### src/design/heightmap_bilinear_sampler_top_defines.svh
// ----------------------------------------------------------------------------
// Heightmap bilinear sampler assertion macros
// Concurrent check wrappers clocked on clk and disabled during reset.
// ----------------------------------------------------------------------------
`ifndef HEIGHTMAP_BILINEAR_SAMPLER_TOP_DEFINES_SVH
`define HEIGHTMAP_BILINEAR_SAMPLER_TOP_DEFINES_SVH

`ifndef ASSERT_OFF
// property must hold at every clock edge
`define HBS_ASSERT(lbl, prop) \
	lbl: assert property (@(posedge clk) disable iff (!arst_n) (prop)) \
		else $error("%m: check failed");
// consequent must hold in the cycle after antecedent
`define HBS_ASSERT_NEXT(lbl, ante, cons) \
	lbl: assert property (@(posedge clk) disable iff (!arst_n) (ante) |=> (cons)) \
		else $error("%m: sequence check failed");
`else
`define HBS_ASSERT(lbl, prop)
`define HBS_ASSERT_NEXT(lbl, ante, cons)
`endif

`endif

### src/design/hbs_pkg.sv
// ----------------------------------------------------------------------------
// Heightmap bilinear sampler package
// Shared types, register indexes and fixed field widths.
// ----------------------------------------------------------------------------
package hbs_pkg;

	// fixed field widths
	localparam int POS_W     = 32;
	localparam int CFG_W     = 32;
	localparam int CFG_IDX_W = 3;
	localparam int TADDR_W   = 18;
	localparam int CODE_W    = 16;
	localparam int MSIZE_W   = 10;
	// code (17b signed) times rerange scale (32b signed)
	localparam int PROD_W    = 49;
	localparam int SUM_W     = 50;

	// register indexes
	typedef enum logic [CFG_IDX_W-1:0] {
		REG_OFFSET_U   = 3'd0,
		REG_OFFSET_V   = 3'd1,
		REG_SCALE_U    = 3'd2,
		REG_SCALE_V    = 3'd3,
		REG_MAP_WIDTH  = 3'd4,
		REG_MAP_HEIGHT = 3'd5,
		REG_RR_SCALE   = 3'd6,
		REG_RR_OFFSET  = 3'd7
	} cfg_reg_t;

	// register reset values
	localparam logic [CFG_W-1:0]   SCALE_RESET    = 32'h0100_0000;
	localparam logic [MSIZE_W-1:0] MSIZE_RESET    = 10'd512;
	localparam logic [CFG_W-1:0]   RR_SCALE_RESET = 32'h0001_0000;

	// step strobes for one coordinate unit
	typedef struct packed {
		logic load_d;
		logic load_t;
		logic load_idx;
	} axis_ctl_t;

endpackage

### src/design/hbs_axis.sv
// ----------------------------------------------------------------------------
// Heightmap sampler coordinate unit
// Maps one world coordinate to a clamped texel index, neighbor and fraction
// in three registered steps: offset subtract, scale multiply, edge clamp.
// ----------------------------------------------------------------------------
module hbs_axis import hbs_pkg::*; #(
	parameter int MAX_SIZE  = 512,
	parameter int FRAC_BITS = 16,
	localparam int SZ_W     = $clog2(MAX_SIZE + 1),
	localparam int IDX_W    = $clog2(MAX_SIZE)
) (
	input  logic                    clk,
	input  axis_ctl_t               ctl,
	input  logic signed [POS_W-1:0] pos,
	input  logic signed [POS_W-1:0] off,
	input  logic [CFG_W-1:0]        scale,
	input  logic [SZ_W-1:0]         size,
	output logic [IDX_W-1:0]        idx,
	output logic [IDX_W-1:0]        idx1,
	output logic [FRAC_BITS-1:0]    frac
);

	logic signed [POS_W:0] d_q;
	logic [2*CFG_W-1:0]    t_q;
	logic [IDX_W-1:0]      idx_q;
	logic [IDX_W-1:0]      idx1_q;
	logic [FRAC_BITS-1:0]  frac_q;
	logic                  d_pos;
	logic [CFG_W-1:0]      t_hi;
	logic [CFG_W-1:0]      lim;
	logic                  at_edge;

	// exact difference, 33 bits
	always_ff @(posedge clk) begin
		if (ctl.load_d) begin
			d_q <= {pos[POS_W-1], pos} - {off[POS_W-1], off};
		end
	end

	// Q.32 texel position; non-positive offsets map to zero
	assign d_pos = !d_q[POS_W] && (|d_q[POS_W-1:0]);

	always_ff @(posedge clk) begin
		if (ctl.load_t) begin
			t_q <= d_pos ? (2*CFG_W)'(d_q[POS_W-1:0]) * (2*CFG_W)'(scale) : '0;
		end
	end

	// clamp at the far edge; below it the neighbor is index plus one
	assign t_hi    = t_q[2*CFG_W-1:CFG_W];
	assign lim     = CFG_W'(size) - 32'd1;
	assign at_edge = (t_hi >= lim);

	always_ff @(posedge clk) begin
		if (ctl.load_idx) begin
			idx_q  <= at_edge ? IDX_W'(lim) : IDX_W'(t_hi);
			idx1_q <= at_edge ? IDX_W'(lim) : IDX_W'(t_hi + 32'd1);
			frac_q <= at_edge ? '0 : t_q[CFG_W-1 -: FRAC_BITS];
		end
	end

	assign idx  = idx_q;
	assign idx1 = idx1_q;
	assign frac = frac_q;

endmodule
### config.mk
export PLATFORM = sky130hd
export DESIGN_NAME = hbs_axis
export DESIGN_NICKNAME = d
export VERILOG_FILES = /design/src/design/heightmap_bilinear_sampler_top_defines.svh /design/src/design/hbs_pkg.sv /design/src/design/hbs_axis.sv
export SDC_FILE = /design/constraint.sdc
export NUM_CORES = 2
export LEC_CHECK = 0
export BUFFER_PORTS_ARGS = -buffer_cell sky130_fd_sc_hd__buf_2
export CAP_MARGIN = 30
export CORE_UTILIZATION = 60
export DETAILED_ROUTE_END_ITERATION = 16
export GPL_ROUTABILITY_DRIVEN = 0
export HOLD_SLACK_MARGIN = 0.03
export PLACE_DENSITY = 0.79
export SYNTH_ARGS = -nofsm -noshare
export SYNTH_HDL_FRONTEND = slang
export SYNTH_SLANG_ARGS = --single-unit
### constraint.sdc
create_clock -name clk -period 8.86 [get_ports clk]
set_input_delay 1.772 -clock clk [delete_from_list [all_inputs] [get_ports clk]]
set_output_delay 1.772 -clock clk [all_outputs]
set_load 0.1 [all_outputs]
==> qor.log <==
INFO  synthesis      synthFlopType=edfxtp_1
INFO  synthesis      yosys.area.top_type_share=0.447
INFO  grt            remaining_overflow_grt=0
INFO  detailed_routing antenna_left=0
INFO  worst_setup_path critPathLaunchType=input pin
INFO  die            floorplan.initialDensity=0.609
INFO  finish         area.growth.synth_to_final=8.26%
INFO  place          port_buffers=143
INFO  detailed_routing drt_first_iter_violations=2272
INFO  clock_tree     cts-hold-fix-buffers=0
INFO  synthesis      synthesis.area=0.0402mm^2
INFO  worst_setup_path timing.critical_path.slowest_cell_delay=0.60ns
INFO  timing         post-route-period-util=0.976
INFO  place          hpwl=84800um
INFO  detailed_routing dr_total_vias=30300
INFO  worst_setup_path worst-endpoint-arrival=8.81ns
INFO  clock_tree     cts_made_buffers=17
INFO  synthesis      postSynthCellCount=4324
INFO  grt            track_usage=0.317
INFO  timing         clock_skew=0.0169ns
INFO  detailed_routing detail_route.vias_per_cell=5.68
INFO  finish         nFillCells=5102
INFO  finish         most_frequent_standard_cell_in_the_layout_excluding_fill_and_tap_cells=inv_1
INFO  worst_setup_path critPathRequiredTime=9.02ns
INFO  flow_run       drv_cap=0
INFO  detailed_routing routed_wl=102000um
INFO  clock_tree     clkSlewWorstSetupHoldPaths=0.07ns
INFO  synthesis      synth_fp_nets=5656
INFO  timing         final_hold_viol_count=0
INFO  timing         final.min_clock_period=8.64ns
INFO  finish         final_layout_size_suffix_gt1_frac=0.0939
INFO  detailed_routing drt_pre_antenna_iters=12
INFO  grt            grt_start_max_net_pins=53
INFO  synthesis      yosysWarningCount=0
INFO  clock_tree     cts_tree=yes
INFO  worst_setup_path largest_fanout_on_the_critical_path=7
INFO  outcome        status=finished with violations
INFO  worst_setup_path cp_common_cell=fa_1
INFO  die            die_width=261um
INFO  clock_tree     cts_buffer_depth=2
INFO  synthesis      synth.largest_area_cell=fa_1
INFO  worst_setup_path crit_path_cell_trace=buf_2 > buf_4 > and2_1 > fa_1 > inv_1 > fa_1 > fa_1 > fa_1 > inv_1 > fa_1 > fa_1 > fa_1 > fa_1 > ha_1 > nand4_1 > nor3_2 > and3_1 > o211ai_1 > a311oi_2 > o21ai_2 > a2111oi_4 > o21ai_0 > nor3b_1
INFO  clock_tree     root_buffer=clkbuf_16
INFO  clock_tree     tritoncts_num_sinks=115
INFO  detailed_routing wire_per_inst=19.1um
INFO  clock_tree     clock_insertion_delay_worst_skew=0.46ns
INFO  worst_setup_path worstSetupPathType=in -> reg
INFO  grt            vias_in_the_first_global_route=32700
INFO  synthesis      synth_edf_count=115
INFO  synthesis      synth_cell_type_count=75
INFO  worst_setup_path cpMaxStageDelayCell=fa_1
INFO  detailed_routing detail_route.drc_violations=5
INFO  finish         mostFrequentLayoutCells=916 x inv_1, 896 x fa_1, 619 x and2_1, 492 x nand2_1, 323 x ha_1
INFO  synthesis      syn_avg_cell_area=9.29um^2
INFO  die            core=0.0660mm^2
INFO  min_path       timing.hold.worst.class=reg -> reg
INFO  die            io-pin-count=144
INFO  die            floorplan.rows=94
INFO  die            die_area=0.0680mm^2
INFO  synthesis      synth_seq_cells=115
INFO  outcome        violations=design-rule violations
INFO  worst_setup_path setup_crit_end_kind=flip-flop
INFO  clock_tree     cts_max_level=4
INFO  timing         fin_tns_setup=0ns
INFO  timing         tightest_slew=1.06ns
INFO  synthesis      ys_top_cells_by_area=fa_1 45%, ha_1 10%, and2_1 9.7%, edfxtp_1 8.6%, inv_1 8.6%
INFO  finish         fin_nets=5791
INFO  timing         report.final.slew_viol_count=0
INFO  die            fp.dieH=261um
INFO  timing         grt_setup_unrepaired=true
INFO  synthesis      yosysSeqAreaShare=0.0860
INFO  timing         max_clock_freq=0.116GHz
INFO  synthesis      async_flop_share=0
INFO  grt            grt_first_pass_wirelength=167000um
INFO  grt            initial_antenna_violation_count=2
INFO  timing         setup_violations=0
INFO  timing         slew_headroom=0.293
[timing repair]
item	CTS	global route
endpoints found under the setup margin	0	27
resized for setup	0	53
setup buffers	0	2
[worst max-delay path, delay by kind of cell]
family / cells / cell delay [ns]
compound gates: 5 / 1.23
simple gates: 5 / 0.89
buf+inv: 4 / 0.45
fa+ha+maj: 9 / 4.46
[area by class of cell]
cell class | count | area (um^2) | share of cell area
multi-input combinational | 3054 | 32400 | 0.746
clock inverter | 15 | 195 | 0.00449
inverter | 916 | 3440 | 0.0791
tap | 864 | 1080 | 0.0249
clock buffer | 17 | 425 | 0.00978
timing repair buffer | 355 | 2460 | 0.0566
antenna | 1 | 2.50 | 0.0000575
sequential | 115 | 3450 | 0.0794
[routing by layer]
metal  vias to the layer above  routed length, um  global-route usage  share of wire
li1                      13300                  -                   -              -
met1                     15400              38500               0.400           0.38
met2                      1335              50000               0.524           0.49
met3                       350               7770              0.0520          0.076
met4                         2               5490               0.168          0.054
met5                         -                 13                   0        0.00013
[metrics by stage]
stage	utilization	area, um^2	std cells	worst slack (ns)	hold slack, ns
3_3_place_gp	0.646	42600	5298	-0.356	0.507
3_5_place_dp	0.646	42700	5300	-0.434	0.513
5_1_grt	0.659	43500	5337	-0.0136	0.533
4_1_cts	0.656	43300	5332	0.00423	0.522
2_1_floorplan	-	40200	4324	0.285	0.497
6_report	0.659	43500	5337	0.215	0.519
[sequential cells by signal, indices dropped and copies added (netlist names)]
| name | cells |
|---|---|
| t_q | 48 |
| idx1 | 9 |
| d_q | 33 |
| frac | 16 |
| idx | 9 |
[worst paths after layout]
check | from | to | slack, ns | depth (start not counted)
min | t_q[23] | frac[7] | 0.52 | 1
min reg2reg | t_q[23] | frac[7] | 0.52 | 1
max reg2reg | d_q[14] | t_q[59] | 0.73 | 22
max | scale[2] | t_q[59] | 0.22 | 23
[cell usage after synthesis (all sizes together), types with 5 or more instances]
master,n
nor3,28
inv,916
a21boi,7
nand2,494
xor2,26
nand2b,5
a21oi,114
a21o,72
and3,16
xnor2,51
fa,896
nand4,36
and4,6
nor2b,10
a31oi,22
clkbuf,217
edfxtp,115
or3,6
nor2,95
nand3,32
o21a,14
o21bai,15
buf,22
and2,621
ha,326
nor4,15
nor3b,9
mux2i,16
o211ai,10
o21ai,54
a211oi,8
[cells by family (layout without fill, tap and decap cells)]
group | Yosys count | after routing | synth area share
multiplexers | 16 | 16 | 0.00399
flip-flops | 115 | 115 | 0.0860
buffers and inverters | 1155 | 1303 | 0.109
AND/OR/NAND/NOR | 1380 | 1380 | 0.178
AO/OA/AOI/OAI | 359 | 359 | 0.0583
adder cells (fa/ha/maj) | 1222 | 1222 | 0.548
XOR/XNOR | 77 | 77 | 0.0168
other | 0 | 1 | 0
Power is left out: the tool's default activity adds up to more than one toggle a clock period on the data nets, which glitch-free logic cannot reach.
